$ cat src/sv/cd39_pkg.sv
`timescale 1ns / 1ps
// Shared types and constants for the Code 39 pulse-width decoder.
// No dependencies.
package cd39_pkg;

    localparam int WINDOW_MODULES = 15;
    localparam int PATTERN_COUNT  = 37;
    localparam int CHAR_W         = 6;
    localparam int FILL_W         = 4;
    localparam int TIME_W         = 32;
    localparam int RATIO_W        = 6;
    localparam logic [RATIO_W-1:0] RATIO_RESET = 6'd13;

    typedef struct packed {
        logic              level;
        logic [TIME_W-1:0] time_us;
    } t_cd39_in;

    typedef struct packed {
        logic              fwd_found;
        logic [CHAR_W-1:0] fwd_char;
        logic              rev_found;
        logic [CHAR_W-1:0] rev_char;
    } t_cd39_out;

    // Code 39 module patterns: star, 0-9, A-Z; leftmost module in bit 14
    localparam logic [WINDOW_MODULES-1:0] PATTERNS [PATTERN_COUNT] = '{
        15'b100010111011101, 15'b101000111011101, 15'b111010001010111,
        15'b101110001010111, 15'b111011100010101, 15'b101000111010111,
        15'b111010001110101, 15'b101110001110101, 15'b101000101110111,
        15'b111010001011101, 15'b101110001011101, 15'b111010100010111,
        15'b101110100010111, 15'b111011101000101, 15'b101011100010111,
        15'b111010111000101, 15'b101110111000101, 15'b101010001110111,
        15'b111010100011101, 15'b101110100011101, 15'b101011100011101,
        15'b111010101000111, 15'b101110101000111, 15'b111011101010001,
        15'b101011101000111, 15'b111010111010001, 15'b101110111010001,
        15'b101010111000111, 15'b111010101110001, 15'b101110101110001,
        15'b101011101110001, 15'b111000101010111, 15'b100011101010111,
        15'b111000111010101, 15'b100010111010111, 15'b111000101110101,
        15'b100011101110101
    };

endpackage

$ cat src/sv/cd39_match.sv
`timescale 1ns / 1ps
// Parallel forward and reversed lookup of a 15-module window in the pattern table.
// Depends on cd39_pkg.
module cd39_match (
    input  logic [cd39_pkg::WINDOW_MODULES-1:0] i_window,
    output cd39_pkg::t_cd39_out                 o_result
);

    logic [cd39_pkg::WINDOW_MODULES-1:0] rev_window;

    always_comb begin
        for (int i = 0; i < cd39_pkg::WINDOW_MODULES; i++) begin
            rev_window[i] = i_window[cd39_pkg::WINDOW_MODULES-1-i];
        end
    end

    // scan from the top so the lowest matching index wins
    always_comb begin
        o_result = '0;
        for (int i = cd39_pkg::PATTERN_COUNT - 1; i >= 0; i--) begin
            if (cd39_pkg::PATTERNS[i] == i_window) begin
                o_result.fwd_found = 1'b1;
                o_result.fwd_char  = cd39_pkg::CHAR_W'(i);
            end
            if (cd39_pkg::PATTERNS[i] == rev_window) begin
                o_result.rev_found = 1'b1;
                o_result.rev_char  = cd39_pkg::CHAR_W'(i);
            end
        end
    end

endmodule

$ cat src/sv/code39_pulse_width_decoder_core.sv
`timescale 1ns / 1ps
// Code 39 pulse-width decoder core: edge timing, narrow/wide classing, window match.
// Depends on cd39_pkg and cd39_match.
// A completing edge passes the input register and then the result register before it shows on o_out_valid.
// Throughput: one edge per cycle; the input register only holds when the result waits.
// Reset (synchronous, active low): clears timing state, reference, window, ratio to 13.
module code39_pulse_width_decoder_core (
    input  logic                         i_clk,
    input  logic                         i_rst_n,
    // edge input channel
    input  logic                         i_in_valid,
    output logic                         o_in_ready,
    input  cd39_pkg::t_cd39_in           i_in_data,
    // result output channel
    output logic                         o_out_valid,
    input  logic                         i_out_ready,
    output cd39_pkg::t_cd39_out          o_out_data,
    // wide-threshold ratio register
    input  logic                         i_cfg_we,
    input  logic [cd39_pkg::RATIO_W-1:0] i_cfg_wdata
);

    localparam int LHS_W = cd39_pkg::TIME_W + 4;                  // width * 10
    localparam int RHS_W = cd39_pkg::TIME_W + cd39_pkg::RATIO_W;  // ref * ratio
    localparam logic [cd39_pkg::FILL_W-1:0] LAST_POS =
        cd39_pkg::FILL_W'(cd39_pkg::WINDOW_MODULES - 1);

    // ------------------------------------------------------------------
    // Config and edge-timing state
    // ------------------------------------------------------------------
    logic [cd39_pkg::RATIO_W-1:0] r_ratio;
    logic                         r_seen;
    logic [cd39_pkg::TIME_W-1:0]  r_last_time;
    logic [cd39_pkg::TIME_W-1:0]  r_ref;

    // ------------------------------------------------------------------
    // Input register: width and reference of one element.
    // ------------------------------------------------------------------
    logic                         r_s1_v, r_s1_bit;
    logic [cd39_pkg::TIME_W-1:0]  r_s1_width, r_s1_ref;

    // module window state
    logic [cd39_pkg::WINDOW_MODULES-1:0] r_win;
    logic [cd39_pkg::FILL_W-1:0]         r_fill;
    logic                                r_skip;

    logic                         r_out_valid;
    cd39_pkg::t_cd39_out          r_out_data;

    // handshake chain: a register can take new data when empty or draining
    logic out_free, s1_free, s1_go, in_xfer;

    assign out_free   = !r_out_valid || i_out_ready;
    assign s1_go      = r_s1_v && out_free;
    assign s1_free    = !r_s1_v || out_free;
    assign o_in_ready = s1_free;
    assign in_xfer    = i_in_valid && s1_free;

    // ------------------------------------------------------------------
    // Edge stage: width since last edge, learn the narrow reference.
    // Level 1 ends a light space (0 modules); level 0 ends a dark bar.
    // Nothing before the first level-1 edge.
    // ------------------------------------------------------------------
    logic [cd39_pkg::TIME_W-1:0] width;
    logic [cd39_pkg::TIME_W-1:0] n_ref;
    logic                        elem_v;

    assign width  = i_in_data.time_us - r_last_time;   // wraps mod 2^32
    assign elem_v = r_seen;
    assign n_ref  = (!i_in_data.level && r_seen && (r_ref == '0)) ? width : r_ref;

    always_ff @(posedge i_clk) begin
        if (!i_rst_n) begin
            r_ratio     <= cd39_pkg::RATIO_RESET;
            r_seen      <= 1'b0;
            r_last_time <= '0;
            r_ref       <= '0;
        end else begin
            if (i_cfg_we) begin
                r_ratio <= i_cfg_wdata;
            end
            if (in_xfer && (r_seen || i_in_data.level)) begin
                r_seen      <= 1'b1;
                r_last_time <= i_in_data.time_us;
                r_ref       <= n_ref;
            end
        end
    end

    always_ff @(posedge i_clk) begin
        if (!i_rst_n) begin
            r_s1_v <= 1'b0;
        end else if (s1_free) begin
            r_s1_v <= in_xfer && elem_v;
        end
    end

    always_ff @(posedge i_clk) begin
        if (s1_free) begin
            r_s1_bit   <= !i_in_data.level;
            r_s1_width <= width;
            r_s1_ref   <= n_ref;
        end
    end

    // ------------------------------------------------------------------
    // Class: width*10 as shift-add, ref*ratio on a 32x6 multiplier,
    // wide when width*10 > ref*ratio
    // ------------------------------------------------------------------
    logic [LHS_W-1:0] lhs;
    logic [RHS_W-1:0] rhs;
    logic             wide;

    assign lhs  = (LHS_W'(r_s1_width) << 3) + (LHS_W'(r_s1_width) << 1);
    assign rhs  = RHS_W'(r_s1_ref) * RHS_W'(r_ratio);
    assign wide = RHS_W'(lhs) > rhs;

    // ------------------------------------------------------------------
    // Window update: place one or three modules. The module after a full
    // window is the intercharacter gap and is dropped. An element spans at
    // most 3 modules, so at most one window completes per element.
    // ------------------------------------------------------------------
    logic [cd39_pkg::WINDOW_MODULES-1:0] n_win, win_snap;
    logic [cd39_pkg::FILL_W-1:0]         n_fill;
    logic                                n_skip, win_full;

    always_comb begin
        n_win    = r_win;
        n_fill   = r_fill;
        n_skip   = r_skip;
        win_full = 1'b0;
        win_snap = r_win;
        for (int k = 0; k < 3; k++) begin
            if (k == 0 || wide) begin
                if (n_skip) begin
                    n_skip = 1'b0;
                end else begin
                    n_win[LAST_POS - n_fill] = r_s1_bit;
                    if (n_fill == LAST_POS) begin
                        n_fill   = '0;
                        n_skip   = 1'b1;
                        win_full = 1'b1;
                        win_snap = n_win;
                    end else begin
                        n_fill = n_fill + 1'b1;
                    end
                end
            end
        end
    end

    always_ff @(posedge i_clk) begin
        if (!i_rst_n) begin
            r_win  <= '0;
            r_fill <= '0;
            r_skip <= 1'b0;
        end else if (s1_go) begin
            r_win  <= n_win;
            r_fill <= n_fill;
            r_skip <= n_skip;
        end
    end

    // ------------------------------------------------------------------
    // Match and result register
    // ------------------------------------------------------------------
    cd39_pkg::t_cd39_out match_res;

    cd39_match u_match (
        .i_window (win_snap),
        .o_result (match_res)
    );

    always_ff @(posedge i_clk) begin
        if (!i_rst_n) begin
            r_out_valid <= 1'b0;
        end else if (out_free) begin
            r_out_valid <= s1_go && win_full;
        end
    end

    always_ff @(posedge i_clk) begin
        if (s1_go && win_full) begin
            r_out_data <= match_res;
        end
    end

    assign o_out_valid = r_out_valid;
    assign o_out_data  = r_out_data;

endmodule
$ cat config.mk
export PLATFORM = sky130hd
export DESIGN_NAME = code39_pulse_width_decoder_core
export DESIGN_NICKNAME = d
export VERILOG_FILES = /design/src/sv/cd39_pkg.sv /design/src/sv/cd39_match.sv /design/src/sv/code39_pulse_width_decoder_core.sv
export SDC_FILE = /design/constraint.sdc
export NUM_CORES = 1
export LEC_CHECK = 0
export ABC_AREA = 1
export BUFFER_PORTS_ARGS = -buffer_cell sky130_fd_sc_hd__buf_2
export CAP_MARGIN = 20
export CORE_ASPECT_RATIO = 1.1
export CORE_UTILIZATION = 60
export DETAILED_ROUTE_END_ITERATION = 16
export GPL_TIMING_DRIVEN = 0
export PLACE_DENSITY = 0.77
export SETUP_SLACK_MARGIN = 0.2
export SYNTH_ARGS = -nofsm -noshare
export SYNTH_HDL_FRONTEND = slang
export SYNTH_HIERARCHICAL = 1
export SYNTH_SLANG_ARGS = --single-unit
$ cat constraint.sdc
create_clock -name i_clk -period 17.25 [get_ports i_clk]
set_input_delay 2.5875 -clock i_clk [delete_from_list [all_inputs] [get_ports i_clk]]
set_output_delay 2.5875 -clock i_clk [all_outputs]
set_load 0.05 [all_outputs]
==> flow_metrics.py <==
metrics = {
    "layout": {
        "area_growth_pct": 7.86,
        "drive_gt1_frac": 0.0707,
        "fin_nets": 3123,
        "antenna_cells": 0,
        "final_core_util": 0.658,
        "final_area_sq_um": 20600,
    },
    "power_and_ir_drop": {
        "switching_share": 0.475,
        "powerDensity_nw_per_um2": 107,
        "p_sw_mw": 1.05,
        "clkPwrFrac": 0.189,
        "internal_power_mw": 1.16,
        "peakVddDrop_mv": 0.0891,
        "combPwrFrac": 0.580,
        "p_seq_frac": 0.232,
        "leakage_nw": 10.7,
        "totalPowerFinal_mw": 2.21,
    },
    "sta": {
        "rsz0062_at_grt": "false",
        "setup_viol_count_final": 0,
        "fin_skew_ps": 17.8,
        "slew-limit-headroom": 0.463,
        "layout_min_cycle_time_ps": 10020,
        "timing.final.crit_share": 0.581,
        "worst_slew_pin_slew_ps": 798,
        "maxSlewViolCount": 0,
        "fmax_ghz": 0.0998,
        "tns_ps": 0,
        "hold_viol": 0,
    },
    "critical_path": {
        "r2r-end": "o_out_data[6]$_DFFE_PP_",
        "slowest_delay_ps": 740,
        "worst_r2r_path_depth": 45,
        "cp-end-kind": "flip-flop",
        "path_buf_inv": 11,
        "worstSetupPathType": "flip-flop to flip-flop",
        "r2r_start": "r_ratio[4]$_SDFFE_PN0P_",
        "critPathLaunchType": "flip-flop",
        "crit_top_cell": "nand2_1",
        "required_ps": 17450,
        "cp.arrival_ps": 10220,
        "ff2ff_setup_slack_ps": 7230,
        "cpMaxStageDelayCell": "nor4_1",
        "path_delay_family": "simple AND/OR/NAND/NOR gates",
        "crit_fanout": 10,
    },
    "floorplan": {
        "core-area_sq_um": 31300,
        "initial_utilization": 0.610,
        "die_y_microns": 189,
        "ioPinCount": 60,
        "die_w_microns": 172,
        "rows": 68,
        "fp.dieArea_sq_um": 32500,
    },
    "min_path": {
        "hold-path-cell-count": 2,
        "hp-start": "r_last_time[16]$_SDFFE_PN0P_",
        "hp-class": "flip-flop to flip-flop",
        "holdPathEnd": "r_last_time[16]$_SDFFE_PN0P_",
    },
    "cts": {
        "cts_hold_buf": 0,
        "cts_num_sinks": 172,
        "cts.repair.resized": 0,
        "root_buffer": "clkbuf_16",
        "cts_tree": "done",
        "worstSkewPairLatency_ps": 440,
        "clk_pin_slew_ps": 80,
        "cts_buffer_depth": 2,
        "htreeDepth": 4,
        "cts_made_buffers": 17,
        "postCtsSetupRepairBufs": 0,
    },
    "drt": {
        "num_vias": 17757,
        "drt_iter0_drc": 1420,
        "first_pass_iters": 5,
        "wl_per_cell_microns": 15.4,
        "drc": 0,
        "wl_microns": 50000,
        "vias_per_cell": 5.47,
        "ant_nets": 0,
    },
    "yosys": {
        "synth_top_family_by_area": "simple AND/OR/NAND/NOR gates",
        "synth_compound_area_frac": 0.130,
        "synth_cells": 2736,
        "synth_seq_area_share": 0.222,
        "muxShareOfSynthArea": 0.00210,
        "synth-simple-area-share": 0.250,
        "synthAdderAreaFrac": 0.222,
        "synth_area_sq_um": 19100,
        "synth_xor_area_frac": 0.0404,
        "ys_ff_latch": 172,
        "yosysWarnings": 6,
        "synth_edf_count": 79,
        "synth_fp_nets": 3045,
        "synthFlopType": "dfxtp_1",
        "ys_types": 64,
        "async_reset_ff_frac": 0,
        "syn_area_per_cell_sq_um": 6.98,
    },
    "global_routing": {
        "grt-ovfl-total": 0,
        "grt_pass1_vias": 17334,
        "grt_pass1_wl_microns": 82800,
        "track_usage": 0.321,
        "antenna_found_initial": 0,
        "grt_max_degree": 69,
    },
    "status": {
        "status": "finished, final reports clean",
    },
    "placement": {
        "place_area_sq_um": 20000,
        "io_buffers": 58,
        "dp_hpwl_microns": 40900,
        "gp_congestion": 0.952,
    },
    "run": {
        "max_cap_viol_count": 0,
    },
}
layout make-up:
type,instances,area (sq um)
clock inverters,15,219
fillers,2897,10700
flip-flops and latches,172,4230
repair buffers,59,318
multi-input cells,1907,12300
well taps,420,526
inverters,577,2170
plain buffers,80,380
clock buffers,17,425
through the flow:
| stage | hold WS (ps) | std cells | worst slack (ps) |
|---|---|---|---|
| 2_1_floorplan | 433 | 2736 | 9520 |
| 3_5_place_dp | 450 | 3215 | 7490 |
| 3_3_place_gp | 442 | 3214 | 7500 |
| 5_1_grt | 475 | 3247 | 6710 |
| 6_report | 456 | 3247 | 7230 |
| 4_1_cts | 461 | 3247 | 7450 |
per-layer routing:
metal  vias up  track usage  share of wire
met3        64       0.0462          0.079
met5         -            0              0
met4         0       0.0970          0.022
met1      8299        0.444           0.45
met2       602        0.518           0.45
li1       8792            -              -
synth_stat cells (all sizes together), types with 10 or more instances:
library cell | number | share of area
nor4 | 18 | 0.0059
edfxtp | 79 | 0.12
nand4 | 46 | 0.017
clkbuf | 63 | 0.012
a31oi | 10 | 0.0033
nand2 | 673 | 0.14
nor3 | 26 | 0.0077
ha | 142 | 0.093
dfxtp | 93 | 0.097
nor2 | 218 | 0.048
fa | 123 | 0.13
o21bai | 14 | 0.0061
o21ai | 174 | 0.046
xnor2 | 29 | 0.013
xor2 | 59 | 0.027
o211ai | 17 | 0.0067
nand3 | 97 | 0.027
inv | 571 | 0.11
a21oi | 203 | 0.053
buf | 15 | 0.0066
placed cells by master (no fill, tap or decap), types with 5 or more instances in the layout:
cell and count:
inv_2 25, o21a_1 6, inv_1 545, nand2_2 20, fa_1 123, edfxtp_1 79, o21ai_1 13, buf_2 62
clkbuf_16 17, nor2_4 8, nand4_1 42, a21o_1 7, dfxtp_1 93, a31oi_1 10, nand3b_1 6, nor4_1 18
clkinv_1 6, nor2_1 197, a21oi_1 202, clkbuf_1 63, nand2_1 646, nand3_1 90, xnor2_1 29, nand2_4 7
a211oi_1 7, a21boi_0 5, ha_1 142, o211ai_1 17, xor2_1 59, buf_6 5, o21bai_1 13, nor3_1 24
nor2_2 12, nand3_2 6, o21ai_0 157
logic make-up after synthesis:
logic type | Yosys count
flops | 172
mux | 4
buf+inv | 657
xor+xnor | 88
compound gates | 453
simple gates | 1097
fa+ha+maj | 265
tightest hold or removal path, delay by kind of cell, from the launching register on:
family	cells	cell delay [ps]
flip-flops	1	300
buffers and inverters	1	60
AO/OA/AOI/OAI	1	50
how the worst max path moves through the flow:
stage | start | slack (ps) | endpoint | cells after the start
2_1_floorplan | r_ratio[4]$_SDFFE_PN0P_ | 9520 | o_out_data[13]$_DFFE_PP_ | 46
3_3_place_gp | r_ratio[5]$_SDFFE_PN0P_ | 7500 | o_out_data[6]$_DFFE_PP_ | 49
3_5_place_dp | r_ratio[4]$_SDFFE_PN0P_ | 7490 | o_out_data[6]$_DFFE_PP_ | 46
4_1_cts | r_ratio[4]$_SDFFE_PN0P_ | 7450 | o_out_data[6]$_DFFE_PP_ | 46
5_1_grt | r_ratio[5]$_SDFFE_PN0P_ | 6710 | o_out_data[0]$_DFFE_PP_ | 50
6_report | r_ratio[4]$_SDFFE_PN0P_ | 7230 | o_out_data[6]$_DFFE_PP_ | 45
power by group through the flow:
stage | sequential [mW] | combinational, mW | clock [mW]
after floorplan | 0.514 | 0.958 | 0
after global placement | 0.518 | 1.21 | 0
after detailed placement | 0.519 | 1.26 | 0
after CTS | 0.511 | 1.27 | 0.423
after global routing | 0.516 | 1.44 | 0.437
final | 0.512 | 1.28 | 0.417
registers in the layout, summed over array words and instances, names as in the netlist, 4 cells and up:
signal       count
r_win           15
r_s1_width      32
r_fill           4
r_ratio          6
o_out_data      14
r_ref           32
r_s1_ref        32
r_last_time     32
No activity file was read; power rests on OpenSTA's default activity.
